<file path="src/rtl/mndt_ram.sv">
// Generic single-write, single-read RAM with registered read data.
// No dependencies.
`timescale 1ns / 1ps

module mndt_ram #(
  parameter int WIDTH = 32,
  parameter int DEPTH = 128
) (
  input  logic                     clk,
  input  logic                     wr_en,
  input  logic [$clog2(DEPTH)-1:0] wr_addr,
  input  logic [WIDTH-1:0]         wr_data,
  input  logic                     rd_en,
  input  logic [$clog2(DEPTH)-1:0] rd_addr,
  output logic [WIDTH-1:0]         rd_data
);

  logic [WIDTH-1:0] mem [DEPTH];

  always_ff @(posedge clk) begin
    if (wr_en) begin
      mem[wr_addr] <= wr_data;
    end
    if (rd_en) begin
      rd_data <= mem[rd_addr];
    end
  end

endmodule

</file>
<file path="config.mk">
export PLATFORM = sky130hd
export DESIGN_NAME = mndt_ram
export DESIGN_NICKNAME = d
export VERILOG_FILES = /design/src/rtl/mndt_ram.sv
export SDC_FILE = /design/constraint.sdc
export NUM_CORES = 2
export LEC_CHECK = 0
export BUFFER_PORTS_ARGS = -buffer_cell sky130_fd_sc_hd__buf_2
export CAP_MARGIN = 10
export CORE_ASPECT_RATIO = 1.25
export CORE_MARGIN = 4
export CORE_UTILIZATION = 63
export DETAILED_ROUTE_END_ITERATION = 8
export PLACE_DENSITY = 0.79
export SLEW_MARGIN = 0
export SYNTH_ARGS = -nofsm -noshare
export SYNTH_HDL_FRONTEND = slang
export SYNTH_SLANG_ARGS = --single-unit
</file>
<file path="constraint.sdc">
create_clock -name clk -period 4.8 [get_ports clk]
set_input_delay 0.72 -clock clk [delete_from_list [all_inputs] [get_ports clk]]
set_output_delay 0.72 -clock clk [all_outputs]
set_load 0.02 [all_outputs]
</file>
# After elaboration in Yosys (flattened, before gate mapping)
# Memories as Yosys holds them, arrays and structs flattened. A register that Yosys moved wholly into a read port is not among the register bits.
# Cells that the tools add are included.
# classes
muxes	2
# ops
operator	n
1-bit 2-to-1 mux	2
# totals
ff_bits	0
ram_bits	4096
wordCells	3
memories	1
# mem_list
name	words	word_bits	rd	rd_clocked_by_memory_dff	wr	line	rtl
mem	128	32	1	1	1	18	logic [WIDTH-1:0] mem [DEPTH];

# Logic depth before layout (Yosys ltp)
# logic_depth
word_depth	2
mapped_depth	8
ltp_nobuf	4

# Worst setup path before layout
# No wires, ideal clock.
# synth_path
path_kind	input port to flip-flop
start	input port wr_en
end	memory mem[98][0], enable pin
t_arrival_ps	3498
slack_ps	841
cell_stages	3
n_path_buf	1
path_cell_list	clkbuf_1 -> nand4_1 -> nor3_1
# synth_between
elab_chain_cells	2
# synth_rtl
element	line	rtl
start: declaration	10	input logic wr_en,
1-bit 2-to-1 mux	21	if (wr_en) begin
1-bit 2-to-1 mux (not written as such)	22	mem[wr_addr] <= wr_data;
end: declaration	18	
# No other way between the ends.

==> results by group <==
Die
  • Row cnt: about 200
  • Initial Util: about 63%
  • Die height: ~570 µm
  • Area of the core: 0.247 mm²
  • # IOs: between 80 and 90
  • Chip Width: around 450 µm
  • Die area: around 0.26 mm²

Placement
  • Port Buffer Count: 80
  • Placed Instances: roughly 9400
  • HPWL after DPL: about 240000 µm
  • Pre-CTS setup slack: 0.475 ns
  • GP Congestion: 0.857

Yosys
  • Sequential area share after synthesis: approximately four fifths
  • Synth Area in Compound Gates: 0%
  • Adder-Cell Fraction of Synth Area: 0%
  • Mapped Nets: between 6000 and 7000
  • YS warnings: 0
  • Synth Area in Simple Gates: less than 1%
  • Syn avg cell area: 26.1 µm²
  • Yosys reg bits: roughly 4100
  • Post-Syn Instances: about 6000
  • Combinational family with the most area after synthesis: multiplexers
  • Synth Area in XOR/XNOR: 0%
  • Cell variety after synth: 16
  • Post-synthesis mux area share: between 10% and 20%
  • Mapped cell area: between 0.15 and 0.2 mm²

CTS
  • Number of buffers created by CTS: approximately 370
  • Cts hold-fix bufs: 0
  • CTS tree: done
  • Clock sinks: about 4100
  • # Post-CTS Setup Buffers: 0
  • # resized after CTS: 0
  • H-Tree Depth: 5
  • Root Buffer: clkbuf_16
  • Maximum root-to-sink buffer count: 4
  • Skew-Pair Late Insertion Delay: between 0.9 and 1 ns
  • Worst-path clk slew: 0.06 ns

Global route
  • Vias in the first global route: a little under 80000
  • Global-route wire length before repair: roughly 660000 µm
  • Largest net degree at the start of global routing: slightly below 100
  • Antenna violations before repair: 80
  • Total GRT Usage: around 38%
  • Total global routing overflow: 0

Routing
  • Wirelength per Cell: roughly 48 µm
  • Antenna viol nets, final: 0
  • Residual DRC count: 0
  • Via density: approximately 7.7
  • DR pass1 iterations: 6
  • DR iter-0 viols: 16300
  • Routed wire length: just under 500000 µm
  • DR vias: approximately 80000

Finish
  • Final #Nets: about 6500
  • Layout Cells excl Fill: around 10000
  • Synth-to-layout area growth: 12.7%
  • Fill cell count: about 12000
  • Layout cells sized above 1: between 30% and 40%

Min path
  • Hold wc startpoint: wr_data[29]
  • Hold endpoint: mem[78][29]$_DFFE_PP_
  • Number of stages on the worst hold path: 1
  • Hold Path Class: in -> reg

Critical path
  • Worst reg-to-reg setup slack: ~1.9 ns
  • Reg-to-reg endpoint: rd_data[17]$_DFFE_PP_
  • Reg-to-reg startpoint: mem[48][17]$_DFFE_PP_
  • Crit start category: input pin
  • Crit path max fanout: ~40
  • Endpoint type of the worst setup path: flop
  • R2R depth: 4
  • CP Data Arrival Time: between 4 and 5 ns
  • Critical path required time: 5.46 ns
  • Crit Path Class: in -> reg

Timing
  • Setup-failing EPs final: 0
  • F_max: 284 MHz
  • Actual transition at the worst max-transition pin: approximately 1.4 ns
  • TNS Setup: 0 ns
  • Relative slew slack: roughly 4.9%
  • Final-report hold violation count: 0
  • Max-slew violations: 0
  • Setup ws final: 1.28 ns
  • Clock Skew: 0.0610 ns
  • Minimum clock period: ~3.5 ns
  • RSZ-0062 raised after global routing: no
  • Period utilization: between 70% and 80%

Pwr
  • Total power divided by cell area: between 400 and 500 mW/mm²
  • Final total power: roughly 75 mW
  • Max IR drop VDD: 0.000459 V
  • Pleak: roughly 54 nW

Run
  • Max-cap viol count: 0

Outcome
  • Outcome: completed
[worst max-delay path, cell delays in order]
cell and delay, ns:
buf_12 0.40, buf_12 0.31, buf_12 0.31, mux4_2 0.63
mux4_2 0.63, mux4_2 0.66, mux2_2 0.32
[worst max path at each step]
stage	depth (start not counted)	start	to	slack, ns
after CTS	7	rd_addr[0]	rd_data[17]$_DFFE_PP_	1.43
after global routing	7	rd_addr[0]	rd_data[17]$_DFFE_PP_	1.33
after floorplan	3	wr_en	mem[98][0]$_DFFE_PP_	0.84
final	7	rd_addr[0]	rd_data[17]$_DFFE_PP_	1.28
after global placement	7	rd_addr[0]	rd_data[8]$_DFFE_PP_	0.57
after detailed placement	7	rd_addr[0]	rd_data[17]$_DFFE_PP_	0.47
[cell usage in the layout, fill, tap and decap left out]
master and instances:
nor3_2 9, edfxtp_1 4128, or3_1 1, clkinv_1 77, nand2b_1 2, clkinv_2 65, clkinv_8 3, inv_16 4
buf_4 315, bufinv_16 41, nor2b_1 7, clkbuf_1 85, nand3_1 8, nand2_1 14, clkbuf_16 379, nand4_1 3
mux4_2 1344, clkinv_4 2, inv_6 8, nor2_4 119, nor2_1 3, buf_8 3, buf_12 60, mux2_2 32
diode_2 108, buf_2 42, clkinv_16 3, clkinvlp_4 8, nand3_2 4
[per-stage QoR]
| step | cell area (µm²) | hold slack [ns] | utilization [%] |
|---|---|---|---|
| 5_1_grt | 176000 | 0.382 | 71.3 |
| 6_report | 176000 | 0.353 | 71.4 |
| 4_1_cts | 176000 | 0.310 | 71.2 |
| 3_3_place_gp | 164000 | 1.18 | 66.4 |
| 3_5_place_dp | 164000 | 1.22 | 66.4 |
| 2_1_floorplan | 157000 | 0.819 | - |
[synthesized netlist by cell type]
library cell | instances | area share, %
buf_1 | 50 | 0.12
buf_2 | 79 | 0.25
buf_4 | 3 | 0.014
buf_6 | 2 | 0.014
clkbuf_1 | 182 | 0.44
edfxtp_1 | 4128 | 79
mux2_2 | 32 | 0.23
mux4_2 | 1344 | 19
nand2_1 | 14 | 0.034
nand2b_1 | 2 | 0.0080
nand3_1 | 12 | 0.038
nand4_1 | 3 | 0.012
nor2_1 | 122 | 0.29
nor2b_1 | 7 | 0.028
nor3_1 | 9 | 0.029
or3_1 | 1 | 0.0040
[final cells by class]
| cell class | instances | area (µm²) | share of cell area (%) |
|---|---|---|---|
| Multi-Input combinational cell | 1546 | 32300 | 18.3 |
| Clock buffer | 464 | 9800 | 5.56 |
| Clock inverter | 211 | 2210 | 1.25 |
| Timing Repair Buffer | 420 | 3820 | 2.17 |
| Tap cell | 3296 | 4120 | 2.34 |
| Sequential cell | 4128 | 124000 | 70.2 |
| Antenna cell | 108 | 270 | 0.153 |
[flip-flops by register name, summed over array words and instances, names as in the netlist]
register  count
rd_data      32
mem        4096
[metal layers]
metal  part of all wire, %  vias up  GRT usage, %  wire (µm)
met4                   9.4       54          27.9      46200
met2                    48     8653          59.2     235000
li1                      -    27400             -          -
met5                 0.070        -             0        345
met3                    14     1920          9.46      69500
met1                    28    40200          46.6     140000
[kinds of logic after synthesis]
kind of cell  after synthesis
simple gates              170
mux                      1376
buf+inv                   316
flops                    4128
[report_power, final]
group          leakage [nW]  switching, mW  internal [mW]
clock network          5.87           13.8           16.8
registers              37.1          0.183           39.8
logic                  11.2           2.65           1.51
(Power assumes the default switching activity.)
