--- config.mk ---
export PLATFORM = sky130hd
export DESIGN_NAME = mndt_track
export DESIGN_NICKNAME = d
export VERILOG_FILES = /design/src/rtl/mndt_pkg.sv /design/src/rtl/mndt_track.sv
export SDC_FILE = /design/constraint.sdc
export NUM_CORES = 1
export LEC_CHECK = 0
export ABC_AREA = 1
export BUFFER_PORTS_ARGS = -buffer_cell sky130_fd_sc_hd__buf_2
export CAP_MARGIN = 20
export CORE_UTILIZATION = 47
export DETAILED_ROUTE_END_ITERATION = 10
export PLACE_DENSITY = 0.67
export SETUP_SLACK_MARGIN = 0.02
export SKIP_LAST_GASP = 1
export SLEW_MARGIN = 20
export SYNTH_ARGS = -nofsm -noshare
export SYNTH_HDL_FRONTEND = slang
export SYNTH_SLANG_ARGS = --single-unit
--- constraint.sdc ---
create_clock -name clk -period 3.7 [get_ports clk]
set_input_delay 0.185 -clock clk [delete_from_list [all_inputs] [get_ports clk]]
set_output_delay 0.185 -clock clk [all_outputs]
set_load 0.005 [all_outputs]
--- src/rtl/mndt_pkg.sv ---
// Shared types and constants for the MIDI note duration tracker.
// No dependencies; the top and mndt_track import this package.
`timescale 1ns / 1ps

package mndt_pkg;

  localparam int NOTE_COUNT     = 128;
  localparam int NOTE_BITS      = 7;
  localparam int TIME_BITS_DEF  = 32;
  localparam int COUNT_BITS_DEF = 16;

  // operation codes carried on in_tuser
  localparam logic [1:0] OP_KEY   = 2'd0;
  localparam logic [1:0] OP_START = 2'd1;
  localparam logic [1:0] OP_STOP  = 2'd2;

  typedef struct packed {
    logic [1:0]           op;
    logic [NOTE_BITS-1:0] note;
    logic [6:0]           velocity;
    logic                 note_on;
    logic [31:0]          timestamp;
  } item_t;

  typedef struct packed {
    logic        accepted;
    logic [31:0] rel_time;
    logic [31:0] duration;
    logic        duration_valid;
    logic [15:0] note_total;
    logic [31:0] capture_length;
    logic        capturing;
  } result_t;

endpackage

--- src/rtl/mndt_track.sv ---
// Capture state, per-note active flags and result computation for one word.
// Depends on mndt_pkg; the note start times live in an external mndt_ram.
`timescale 1ns / 1ps

module mndt_track
  import mndt_pkg::*;
#(
  parameter int TIME_BITS  = TIME_BITS_DEF,
  parameter int COUNT_BITS = COUNT_BITS_DEF
) (
  input  logic                 clk,
  input  logic                 rst_n,
  input  logic                 fire,
  input  item_t                item,
  input  logic [TIME_BITS-1:0] stored_time,
  output result_t              res,
  output logic                 wr_en,
  output logic [NOTE_BITS-1:0] wr_addr,
  output logic [TIME_BITS-1:0] wr_data
);

  logic [NOTE_COUNT-1:0] active_r, active_nxt;
  logic [TIME_BITS-1:0]  start_r, start_nxt;
  logic                  have_r, have_nxt;
  logic                  cap_r, cap_nxt;
  logic [COUNT_BITS-1:0] cnt_r, cnt_nxt;
  logic [TIME_BITS-1:0]  last_r, last_nxt;

  logic [TIME_BITS-1:0]  ts;
  logic [TIME_BITS-1:0]  rel;
  logic [TIME_BITS-1:0]  dur;
  logic                  ev;
  logic                  on_ev;
  logic                  hit;
  logic                  close;
  logic [31:0]           cnt_ext;

  assign ts    = TIME_BITS'(item.timestamp);
  // first event of a capture is its own origin
  assign rel   = have_r ? (ts - start_r) : '0;
  assign dur   = rel - stored_time;
  assign ev    = (item.op == OP_KEY) && cap_r;
  assign on_ev = item.note_on && (item.velocity != 7'd0);
  assign hit   = active_r[item.note];
  assign close = ev && !on_ev && hit;

  always_comb begin
    active_nxt = active_r;
    start_nxt  = start_r;
    have_nxt   = have_r;
    cap_nxt    = cap_r;
    cnt_nxt    = cnt_r;
    last_nxt   = last_r;
    case (item.op)
      OP_START: begin
        active_nxt = '0;
        start_nxt  = '0;
        have_nxt   = 1'b0;
        cnt_nxt    = '0;
        last_nxt   = '0;
        cap_nxt    = 1'b1;
      end
      OP_STOP: begin
        cap_nxt = 1'b0;
      end
      OP_KEY: begin
        if (cap_r) begin
          if (!have_r) begin
            start_nxt = ts;
            have_nxt  = 1'b1;
          end
          last_nxt = rel;
          if (on_ev) begin
            active_nxt[item.note] = 1'b1;
            if (cnt_r != {COUNT_BITS{1'b1}}) begin
              cnt_nxt = cnt_r + COUNT_BITS'(1);
            end
          end else if (hit) begin
            active_nxt[item.note] = 1'b0;
          end
        end
      end
      default: begin
      end
    endcase
  end

  assign cnt_ext = 32'(cnt_nxt);

  always_comb begin
    res.accepted       = ev;
    res.rel_time       = ev ? 32'(rel) : 32'd0;
    res.duration       = close ? 32'(dur) : 32'd0;
    res.duration_valid = close;
    res.note_total     = (cnt_ext > 32'h0000_FFFF) ? 16'hFFFF : cnt_ext[15:0];
    res.capture_length = 32'(last_nxt);
    res.capturing      = cap_nxt;
  end

  assign wr_en   = fire && ev && on_ev;
  assign wr_addr = item.note;
  assign wr_data = rel;

  always_ff @(posedge clk) begin
    if (!rst_n) begin
      active_r <= '0;
      start_r  <= '0;
      have_r   <= 1'b0;
      cap_r    <= 1'b0;
      cnt_r    <= '0;
      last_r   <= '0;
    end else if (fire) begin
      active_r <= active_nxt;
      start_r  <= start_nxt;
      have_r   <= have_nxt;
      cap_r    <= cap_nxt;
      cnt_r    <= cnt_nxt;
      last_r   <= last_nxt;
    end
  end

endmodule
# Yosys cells after proc, flatten, opt, wreduce, memory -nomap -nowiden
# Index checks and enable logic that the tools add are counted.
# Widths: inputs -> output; s select.
op_classes:
  add_sub_neg: 3
  order_cmp: 3
  n_eq_ne: 6
  muxes: 24
  n_bitwise: 3
  reduce_logical: 14
op_table:
  columns: ["operator", "count"]
  rows:
  - ["$mux 128", 3]
  - ["$pmux 128 s2", 1]
  - ["$mux 32", 6]
  - ["$and 128x128->128", 1]
  - ["$not 128->128", 1]
  - ["$or 128x128->128", 1]
  - ["$pmux 32 s2", 2]
  - ["$mux 16", 4]
  - ["$sub 32x32->32", 2]
  - ["$pmux 16 s2", 1]
  - ["$add 16x1->16 const B", 1]
  - ["$gt 16x16->1 const B", 1]
  - ["$ne 16x16->1 const B", 1]
  - ["$lt 7x8->1 const B", 1]
  - ["$reduce_and 4->1", 2]
  - ["$bmux 1 s7", 1]
  - ["$demux 1 s7", 1]
  - ["$ge 7x1->1 const B", 1]
  - ["$logic_and 1x1->1", 7]
  - ["$reduce_bool 7->1", 1]
  - ["$ne 2x2->1 const B", 2]
  - ["$pmux 1 s2", 2]
  - ["$mux 1", 3]
  - ["$ne 3x3->1 const B", 1]
  - ["other kinds (6)", 6]
totals:
  reg_bits: 210
  in_bits: 84
  out_inout_bits: 155
  elab_cells: 59

# Depth between registers and ports, before layout
# Gate-level depths: netlist of run 1.
depth:
  word_depth: 10
  mapped_depth: 26
  ltp_nobuf: 26

# Worst setup path after synthesis of run 1
# No wires, ideal clock.
synth_timing:
  path_type: "register to output"
  start: "register start_r[0]"
  end: "output port res[79] (netlist name)"
  arrival_time_ns: 3.085
  path_slack_ns: 0.430
  stages_incl_launch_ff: 20
  path_cell_list: "dfxtp_1 > ha_1 > fa_1 > inv_1 > nand3_1 > nand2_1 > nand3_1 > nand2_1 > nand2_1 > nand2_1 > o21ai_0 > a21oi_1 > ha_1 > a21o_1 > o21bai_1 > o21bai_1 > a21oi_1 > o21ai_0 > xor2_1 > nor2_1"
synth_lines:
  columns: ["element", "line", "rtl"]
  rows:
  - ["from (decl)", "mndt_track.sv:23", "logic [TIME_BITS-1:0] start_r, start_nxt;"]
  - ["from (signal assigned)", "mndt_track.sv:114", "start_r <= start_nxt;"]
  - ["to (decl)", "mndt_track.sv:16", "output result_t res,"]

==> run_results.csv, run 1 <==
group,metric,value,unit
place,io_buffers,238,
drt,drt_iter0_drc,1808,
synth,synth.area.mux_share,0,%
clock_tree,cts_num_sinks,210,
place,place_congestion,1.07,
floorplanning,dieArea,0.0379,mm²
synth,syn_area,0.0175,mm²
setup_path,critPathSlowestCell,"fa_2",
place,place_area,0.0199,mm²
flow_run,maxCapViolations,0,
synth,synth-xor-area-share,1.40,%
global_routing,grt_pass1_wl,106000,µm
run_status,status,"finished with violations",
worst_hold_path,min_to,"start_r[6]",
timing,final.period_utilization,110,%
place,dp_hpwl,45400,µm
timing,finalSetupTns,-4.92,ns
setup_path,timing.rr.end,"last_r[16]",
synth,ys_seq_area_share,24.1,%
synth,syn_nets,3150,
timing,setup_ws,-0.374,ns
power,powerDensity,301,mW/mm²
timing,skew,0.0100,ns
clock_tree,cts_tree,"yes",
drt,wl_per_cell,17.7,µm
synth,synth-edff-count,0,
power,clkPwrFrac,36.9,%
clock_tree,clock_latency,0.56,ns
setup_path,cp_data_required_time,3.51,ns
floorplanning,coreArea,0.0366,mm²
clock_tree,cts_max_level,1,
clock_tree,cts_max_path_buffers,3,
setup_path,r2r-start,"start_r[0]",
global_routing,grt_usage,34.4,%
cells_and_area,drive_gt1_share,25.4,%
cells_and_area,area_delta_synth_final,33.8,%
timing,finalCriticalPeriod,4.07,ns
worst_hold_path,whs_path_depth,3,
power,vdd_drop_max,0.000365,V
global_routing,grt_antenna_before_repair,8,
setup_path,path_buf_inv,3,
power,seqPwrFrac,35.0,%
synth,ys_types,41,
synth,synth_ff_type,"dfxtp_1",
place,place_inst,3698,
floorplanning,initial_utilization,47.7,%
synth,synth_compound_area_share,23.3,%
global_routing,grt_max_degree,257,
floorplanning,die_y,195,µm
power,p_int,0.00473,W
synth,yosys.area_share.simple,32.7,%
timing,slew_violations,0,
timing,slew_headroom,24.3,%
drt,dr.pass1.iters,6,
setup_path,crit_path_cell_trace,"ha_4, fa_2, inv_2, nand3_4, nand2_4, nand3_4, nand2_4, nand2_2, nand2_4, nand4_1, nand2_1, nand2_2, nand3_4, inv_4, ha_4, a21oi_4, o21ai_0, a21oi_1, o31a_1, o21ai_2, xor2_1, nor2_1, buf_2",
synth,synthCells,2995,
setup_path,start_kind,"flip-flop",
setup_path,cpPeakStageDelay,0.35,ns
clock_tree,cts_root_buffer,"clkbuf_16",
cells_and_area,fin_util,63.8,%
worst_hold_path,worstHoldStart,"item[6]",
synth,synth_fa_ha_area_share,5.17,%
power,combPwrFrac,28.0,%
global_routing,grt_pass1_vias,19900,
setup_path,reg2reg_depth,17,
timing,hold_violations,0,
synth,synth_area_per_cell,5.83,µm²
floorplanning,rows,70,
setup_path,critical_path.top_delay_family,"simple AND/OR/NAND/NOR gates",
timing,rsz0062_at_grt,"true",
cells_and_area,stdcell_count,3828,
timing,fmax,245,MHz
clock_tree,numCtsBuffers,27,
setup_path,cp-startpoint,"start_r[0]",
drt,routed_wirelength,67900,µm
power,p_switching,0.00232,W
floorplanning,ios,239,
cells_and_area,fin_nets,3491,
floorplanning,die_width,195,µm
setup_path,arrival,3.89,ns
power,netSwitchingFraction,32.9,%
drt,dr_total_vias,21400,
global_routing,grt_overflow_total,0,
timing,setup_viol,21,
setup_path,worstSetupPathType,"reg -> out",
setup_path,end_kind,"output port",
setup_path,reg2reg_slack,1.12,ns
synth,synth_top_family_by_area,"simple AND/OR/NAND/NOR gates",
cells_and_area,num-fill-cells,3499,
power,power.leakage,10.6,nW
drt,drc,0,
worst_hold_path,worstHoldPathType,"in -> reg",
drt,drtAntennaViolNets,0,
synth,yosysWarnings,0,
clock_tree,clk_pin_slew,0.06,ns
drt,viasPerCell,5.59,
timing,hold_ws,0.0383,ns
timing,tightest_slew,1.14,ns
cells_and_area,fin_area,0.0234,mm²
setup_path,crit_fanout,4,
run_status,failed_checks,"setup timing",
synth,async_flop_share,0,%
synth,ys_seq_elements,210,
routing by layer:
metal	GRT usage, %	up-vias	routed length, µm
met1	46.5	9906	29500
li1	-	10500	-
met3	4.72	163	5210
met5	0	-	0
met2	54.3	842	30200
met4	15.5	0	3000
power groups by stage:
| stage | Clock, W | Combinational, W | Sequential, W |
|---|---|---|---|
| after detailed placement | 0 | 0.00158 | 0.00251 |
| after floorplan | 0 | 0.00101 | 0.00249 |
| after global routing | 0.00272 | 0.00216 | 0.00248 |
| final | 0.00260 | 0.00198 | 0.00247 |
| after CTS | 0.00264 | 0.00183 | 0.00247 |
| after global placement | 0 | 0.00156 | 0.00251 |
cell families (layout without fill, tap and decap cells):
| kind of cell | count (synthesis) | count (layout) |
|---|---|---|
| AO/OA/AOI/OAI | 697 | 697 |
| XOR/XNOR | 28 | 28 |
| adder cells (fa/ha/maj) | 71 | 71 |
| buffers and inverters | 567 | 924 |
| flip-flops | 210 | 210 |
| other | 0 | 8 |
| AND/OR/NAND/NOR | 1422 | 1422 |
sequential cells by signal (all words and copies together), names as in the netlist:
name	cells
active_r	128
cap_r	1
last_r	32
have_r	1
start_r	32
cnt_r	16
area by class of cell:
type                    count  area (µm²)  area share [%]
inverters                 366        1400            5.98
repair buffers            513        3530            15.1
flip-flops and latches    210        4210            18.0
multi-input cells        2218       12800            54.7
clock inverters             3        65.1           0.278
clock buffers              42         772            3.30
diodes                      8        20.0          0.0856
well taps                 468         586            2.51
tightest hold or removal path, stage by stage:
cell and delay [ns]:
buf_2 0.15, a21oi_1 0.16, a211oi_1 0.05
through the flow:
step / total power (W) / worst slack (ns)
after floorplan: 0.00351 / 0.430
after global placement: 0.00406 / -0.151
after detailed placement: 0.00409 / -0.222
after CTS: 0.00693 / -0.290
after global routing: 0.00736 / -0.572
final: 0.00704 / -0.374
layout by cell type (no fill, tap or decap), types with 14 or more instances in the layout:
master,n
nand2_2,41
nand3_2,16
clkbuf_16,27
o21ai_1,60
dfxtp_1,205
inv_1,310
a21oi_2,43
dlygate4sd3_1,30
o311ai_0,40
nand2_1,683
nor2_4,15
a211oi_1,30
o21ai_0,132
o211ai_1,95
ha_1,16
buf_2,236
nand4_1,17
nor2_1,382
buf_6,19
nand2_4,14
ha_4,51
nor3_1,21
nor2_2,27
inv_2,42
nand3_1,175
buf_4,218
a21oi_1,225
Yosys cell counts, types with 10 or more instances:
cell type,count,area share (%)
nand2_1,738,16
nor2_1,424,9.1
inv_1,353,7.6
a21oi_1,280,8.0
dfxtp_1,210,24
nand3_1,200,5.7
o21ai_0,166,4.8
clkbuf_1,117,2.5
o211ai_1,95,4.1
ha_1,69,4.9
o311ai_0,40,2.0
o21ai_1,37,1.1
a211oi_1,30,1.3
buf_1,29,0.62
nor3_1,28,0.80
buf_2,23,0.66
buf_4,19,0.82
nand4_1,17,0.61
xnor2_1,16,0.80
a21o_1,12,0.52
buf_6,12,0.77
xor2_1,12,0.60
o21bai_1,10,0.43
how the worst max path moves through the flow:
stage,end,slack [ns],depth (start not counted)
2_1_floorplan,res[79],0.43,19
3_3_place_gp,res[81],-0.15,27
6_report,res[79],-0.37,23
4_1_cts,res[79],-0.29,23
5_1_grt,res[81],-0.57,24
3_5_place_dp,res[68],-0.22,21
timing repair:
item                                    4_1_cts  5_1_grt
pin swaps                                    88       84
hold endpoints to repair                     30        0
setup buffers                                28       23
hold buffers                                 30        0
resized for setup                           331      127
endpoints found under the setup margin       25       26
Power figures use the tool's default switching activity.
==> run 2: changes to the inputs <==
- CORE_MARGIN: unset -> 5
==> run 2 against run 1 <==
Compared with the run above: the run still ends with setup timing left; largest power group unchanged; sequential power about the same; count of clock-buffer cells in the layout grew 2; first-iteration DRC count grew 2.4%; critical path depth rose by 2; worst setup slack improved by 0.074 ns; register-to-register slack improved by 0.04 ns; sequential share of layout area grew 0.26 points.
==> run_results.csv, run 2 (synthesized netlist as in run 1, its figures left out) <==
group,metric,value,unit
drt,wl_per_cell,18.0,µm
timing,slew_headroom,25.4,%
setup_path,start_kind,"flip-flop",
clock_tree,cts_max_level,1,
run_status,failed_checks,"setup timing",
global_routing,grt_usage,31.4,%
place,place_inst,3690,
drt,drc,0,
cells_and_area,seqCellArea,0.00421,mm²
global_routing,grt_max_degree,257,
global_routing,grt_antenna_before_repair,5,
clock_tree,clk_pin_slew,0.06,ns
place,io_buffers,238,
power,p_switching,0.00230,W
floorplanning,die_width,203,µm
run_status,status,"finished with violations",
timing,setup_viol,20,
setup_path,reg2reg_slack,1.16,ns
worst_hold_path,worstHoldStart,"item[13]",
clock_tree,numCtsBuffers,27,
power,powerDensity,302,mW/mm²
place,place_congestion,0.964,
cells_and_area,num-fill-cells,3562,
flow_run,maxCapViolations,0,
power,power,0.00695,W
timing,tightest_slew,1.12,ns
floorplanning,initial_utilization,47.7,%
setup_path,end_kind,"output port",
timing,final.period_utilization,108,%
cells_and_area,largest_register,"active_r",
cells_and_area,fin_area,0.0230,mm²
timing,setup_ws,-0.301,ns
floorplanning,ios,239,
setup_path,arrival,3.82,ns
setup_path,r2r-start,"start_r[0]",
clock_tree,cts_root_buffer,"clkbuf_16",
floorplanning,dieArea,0.0411,mm²
cells_and_area,mostFrequentLayoutCells,"nand2_1, nor2_1, inv_1, buf_2, a21oi_1",
timing,skew,0.0113,ns
setup_path,reg2reg_depth,16,
setup_path,cp_data_required_time,3.51,ns
global_routing,grt_overflow_total,0,
drt,dr.pass1.iters,5,
worst_hold_path,min_to,"start_r[13]",
drt,routed_wirelength,68600,µm
cells_and_area,stdcell_count,3806,
cells_and_area,multi_input_area,0.0127,mm²
power,seqPwrFrac,35.5,%
setup_path,timing.rr.end,"last_r[30]",
clock_tree,cts_num_sinks,210,
setup_path,crit_fanout,4,
power,combPwrFrac,28.0,%
power,power.leakage,10.5,nW
timing,fmax,250,MHz
clock_tree,cts_max_path_buffers,3,
worst_hold_path,whs_path_depth,3,
cells_and_area,fin_util,62.9,%
drt,viasPerCell,5.59,
timing,hold_violations,0,
clock_tree,cts_tree,"yes",
power,p_int,0.00464,W
place,place_area,0.0198,mm²
setup_path,worstSetupPathType,"reg -> out",
global_routing,grt_pass1_wl,107000,µm
cells_and_area,area_delta_synth_final,31.9,%
cells_and_area,drive_gt1_share,25.0,%
timing,slew_violations,0,
drt,drt_iter0_drc,1852,
timing,finalCriticalPeriod,4.00,ns
cells_and_area,layout_commonest_cell,"nand2_1",
cells_and_area,fin_nets,3473,
worst_hold_path,worstHoldPathType,"in -> reg",
floorplanning,coreArea,0.0366,mm²
cells_and_area,top_regs,"active_r (128), last_r (32), start_r (32)",
global_routing,grt_pass1_vias,19700,
timing,rsz0062_at_grt,"true",
drt,dr_total_vias,21300,
power,clkPwrFrac,36.4,%
power,netSwitchingFraction,33.2,%
power,vdd_drop_max,0.000355,V
cells_and_area,largest_reg_flops,128,
clock_tree,clock_latency,0.55,ns
place,dp_hpwl,47000,µm
floorplanning,die_y,203,µm
floorplanning,rows,70,
drt,drtAntennaViolNets,0,
## run 2: layout make-up
| cell class | count | share of cell area [%] |
|---|---|---|
| sequential | 210 | 18.3 |
| antenna | 4 | 0.0435 |
| tap | 468 | 2.54 |
| multi-input combinational | 2218 | 55.2 |
| inverter | 366 | 6.01 |
| timing repair buffer | 495 | 14.3 |
| clock inverter | 1 | 0.0326 |
| clock buffer | 44 | 3.56 |
## run 2: per-layer routing
layer / share of wire [%] / global-route usage, % / up-vias / routed length [µm]
met5: 0 / 0 / - / 0
met4: 3.4 / 10.1 / 0 / 2310
met3: 8.0 / 5.24 / 138 / 5490
met2: 45 / 50.1 / 777 / 30900
met1: 44 / 43.4 / 9915 / 30000
li1: - / - / 10400 / -
## run 2: through the flow
step / hold slack (ns) / TNS, ns / worst slack [ns]
floorplan: 0.345 / 0 / 0.430
detailed placement: 0.457 / -1.73 / -0.206
CTS: 0.0156 / -4.35 / -0.304
global route: 0.0364 / -8.34 / -0.495
global placement: 0.451 / -1.74 / -0.316
finish: 0.0459 / -4.42 / -0.301
## run 2: worst max-delay path, stage by stage (launching register included)
cell	delay (ns)
dfxtp_2	0.33
ha_4	0.16
fa_2	0.35
inv_2	0.08
nand3_2	0.09
nand2_4	0.11
nand3_2	0.07
nand2_2	0.11
nand2_2	0.07
nand2_4	0.09
o21ai_2	0.06
a21oi_2	0.11
buf_4	0.14
ha_4	0.21
a21o_1	0.19
a21boi_2	0.16
a21boi_2	0.18
nand2_2	0.11
nand2_2	0.10
nand2_2	0.07
nand2_2	0.07
nand2_2	0.06
nand2_1	0.07
nand2_1	0.05
nor2_1	0.11
buf_2	0.12
## run 2: worst max path at each step
stage | startpoint | end | slack, ns | depth (start not counted)
4_1_cts | start_r[0] | res[67] | -0.30 | 22
3_3_place_gp | item[0] | res[75] | -0.32 | 22
6_report | start_r[0] | res[73] | -0.30 | 25
3_5_place_dp | item[0] | res[75] | -0.21 | 22
5_1_grt | start_r[0] | res[79] | -0.49 | 23
2_1_floorplan | start_r[0] | res[79] | 0.43 | 19
## run 2: repair_timing
action / CTS / global route
pin swaps: 49 / 80
endpoints found under the hold margin: 29 / 0
buffers inserted: 21 / 20
hold buffers: 29 / 0
endpoints found under the setup margin: 25 / 25
resized for setup: 250 / 183
## run 2: power by group through the flow
stage          logic [W]  clock network [W]  registers [W]
4_1_cts          0.00179            0.00257        0.00246
3_3_place_gp     0.00157                  0        0.00251
6_report         0.00195            0.00253        0.00247
5_1_grt          0.00212            0.00266        0.00248
2_1_floorplan    0.00101                  0        0.00249
3_5_place_dp     0.00159                  0        0.00251
==> run 3: changes to the inputs <==
- REMOVE_ABC_BUFFERS: unset -> 1
==> run 3 against run 2 <==
Compared with the run above: the flow still finishes with violations (setup timing); clock skew increased by 0.0064 ns; via count down 0.67%; fmax rose by 0.41%; first-iteration DRC count is 2.6% lower; clock power is 4% higher; register-to-register slack worse by 0.18 ns; critical endpoint is now res[81]; design area is 0.47% lower; count of clock-buffer cells in the layout is 4 lower; die area did not move.
==> run_results.csv, run 3 (synthesized netlist as in run 1, its figures left out) <==
group,metric,value,unit
run_status,status,"finished with violations",
run_status,failed_checks,"setup timing",
drt,routed_wirelength,66600,µm
global_routing,grt_pass1_wl,104000,µm
timing,final.period_utilization,108,%
place,dp_slack,-0.182,ns
cells_and_area,largest_reg_flops,128,
cells_and_area,fin_nets,3423,
floorplanning,rows,70,
power,seqPwrFrac,35.4,%
timing,rsz0062_at_grt,"true",
timing,finalCriticalPeriod,3.98,ns
timing,slew_headroom,25.8,%
clock_tree,cts_max_level,1,
place,place_congestion,1.01,
global_routing,grt_pass1_vias,19500,
power,vdd_drop_max,0.000277,V
place,dp_hpwl,43900,µm
setup_path,crit_fanout,5,
floorplanning,dieArea,0.0411,mm²
global_routing,grt_usage,30.1,%
power,netSwitchingFraction,32.6,%
timing,fmax,251,MHz
cells_and_area,mostFrequentLayoutCells,"nand2_1, nor2_1, inv_1, buf_2, a21oi_1",
timing,hold_violations,0,
drt,dr.pass1.iters,6,
setup_path,cp_data_required_time,3.51,ns
setup_path,start_kind,"flip-flop",
clock_tree,cts_tree,"yes",
cells_and_area,fin_util,62.6,%
place,io_buffers,238,
setup_path,end_kind,"output port",
clock_tree,numCtsBuffers,26,
cells_and_area,drive_gt1_share,24.9,%
global_routing,grt_max_degree,257,
global_routing,grt_antenna_before_repair,2,
power,power.leakage,10.3,nW
cells_and_area,stdcell_count,3754,
setup_path,arrival,3.80,ns
clock_tree,clock_latency,0.55,ns
global_routing,grt_overflow_total,0,
clock_tree,clk_pin_slew,0.06,ns
drt,wl_per_cell,17.7,µm
floorplanning,die_width,203,µm
power,clkPwrFrac,37.5,%
worst_hold_path,worstHoldPathType,"in -> reg",
cells_and_area,largest_register,"active_r",
timing,setup_viol,19,
clock_tree,cts_max_path_buffers,3,
timing,setup_ws,-0.284,ns
drt,drc,0,
floorplanning,initial_utilization,47.7,%
floorplanning,ios,239,
timing,slew_violations,0,
cells_and_area,top_regs,"active_r (128), last_r (32), start_r (32)",
timing,finalSetupTns,-3.23,ns
timing,tightest_slew,1.11,ns
timing,skew,0.0177,ns
cells_and_area,num-fill-cells,3435,
drt,viasPerCell,5.63,
cells_and_area,area_delta_synth_final,31.3,%
power,p_switching,0.00228,W
floorplanning,die_y,203,µm
drt,drtAntennaViolNets,0,
flow_run,maxCapViolations,0,
floorplanning,coreArea,0.0366,mm²
clock_tree,cts_root_buffer,"clkbuf_16",
drt,drt_iter0_drc,1803,
cells_and_area,layout_commonest_cell,"nand2_1",
power,p_int,0.00470,W
power,combPwrFrac,27.1,%
place,place_inst,3647,
drt,dr_total_vias,21100,
setup_path,worstSetupPathType,"reg -> out",
power,powerDensity,304,mW/mm²
clock_tree,cts_num_sinks,210,
## run 3: power groups by stage
stage          Sequential (W)  Combinational (W)  Clock, W
2_1_floorplan         0.00250           0.000940         0
6_report              0.00247            0.00189   0.00262
5_1_grt               0.00248            0.00207   0.00276
3_3_place_gp          0.00251            0.00149         0
3_5_place_dp          0.00251            0.00151         0
4_1_cts               0.00246            0.00166   0.00266
## run 3: critical path, cell delays in order, from the launching register on
cell	delay, ns
dfxtp_1	0.30
inv_1	0.05
ha_2	0.40
nand2_1	0.19
nor2_2	0.20
inv_1	0.09
nor3_2	0.16
nand4_1	0.22
nand2_1	0.13
nand2_2	0.07
nand3_2	0.07
inv_2	0.06
ha_4	0.26
a21oi_4	0.18
o21ai_1	0.09
a21oi_2	0.18
o211ai_1	0.12
a21oi_2	0.16
nand3_1	0.08
nand2_1	0.06
nor2_1	0.06
buf_2	0.13
## run 3: final cells by class
type	instances	area, µm²	share of cell area [%]
timing repair buffer	446	2960	12.9
inverter	366	1380	6.02
antenna	3	7.51	0.0328
multi-input combinational	2218	12900	56.3
clock inverter	3	65.1	0.284
tap	468	586	2.55
clock buffer	40	795	3.47
sequential	210	4210	18.4
## run 3: layer usage
metal	GRT usage (%)	vias up	wire length [µm]
met2	47.9	870	29800
met1	42.6	9777	29000
met5	0	-	0
li1	-	10300	-
met3	4.55	128	5670
met4	8.22	0	2140
## run 3: per-stage QoR
| stage | power [W] | cell area [µm²] | hold slack, ns |
|---|---|---|---|
| 3_3_place_gp | 0.00399 | 19500 | 0.451 |
| 2_1_floorplan | 0.00344 | 16500 | 0.278 |
| 4_1_cts | 0.00679 | 21500 | 0.00398 |
| 3_5_place_dp | 0.00402 | 19500 | 0.459 |
| 5_1_grt | 0.00731 | 22900 | 0.0182 |
| 6_report | 0.00698 | 22900 | 0.0207 |
## run 3: repair_timing
action	4_1_cts	5_1_grt
resized for setup	214	257
pin swaps	60	115
buffers inserted	17	30
hold buffers	13	0
gates cloned	0	0
setup endpoints to repair	24	25
hold endpoints to repair	13	0
## run 3: worst paths after layout
path         depth (start not counted)           to         from  slack [ns]
max                                 21      res[81]  start_r[16]       -0.28
min                                  3   start_r[6]      item[6]        0.02
max reg2reg                         11   start_r[5]        cap_r        0.98
min reg2reg                          2  start_r[30]  start_r[30]        0.47
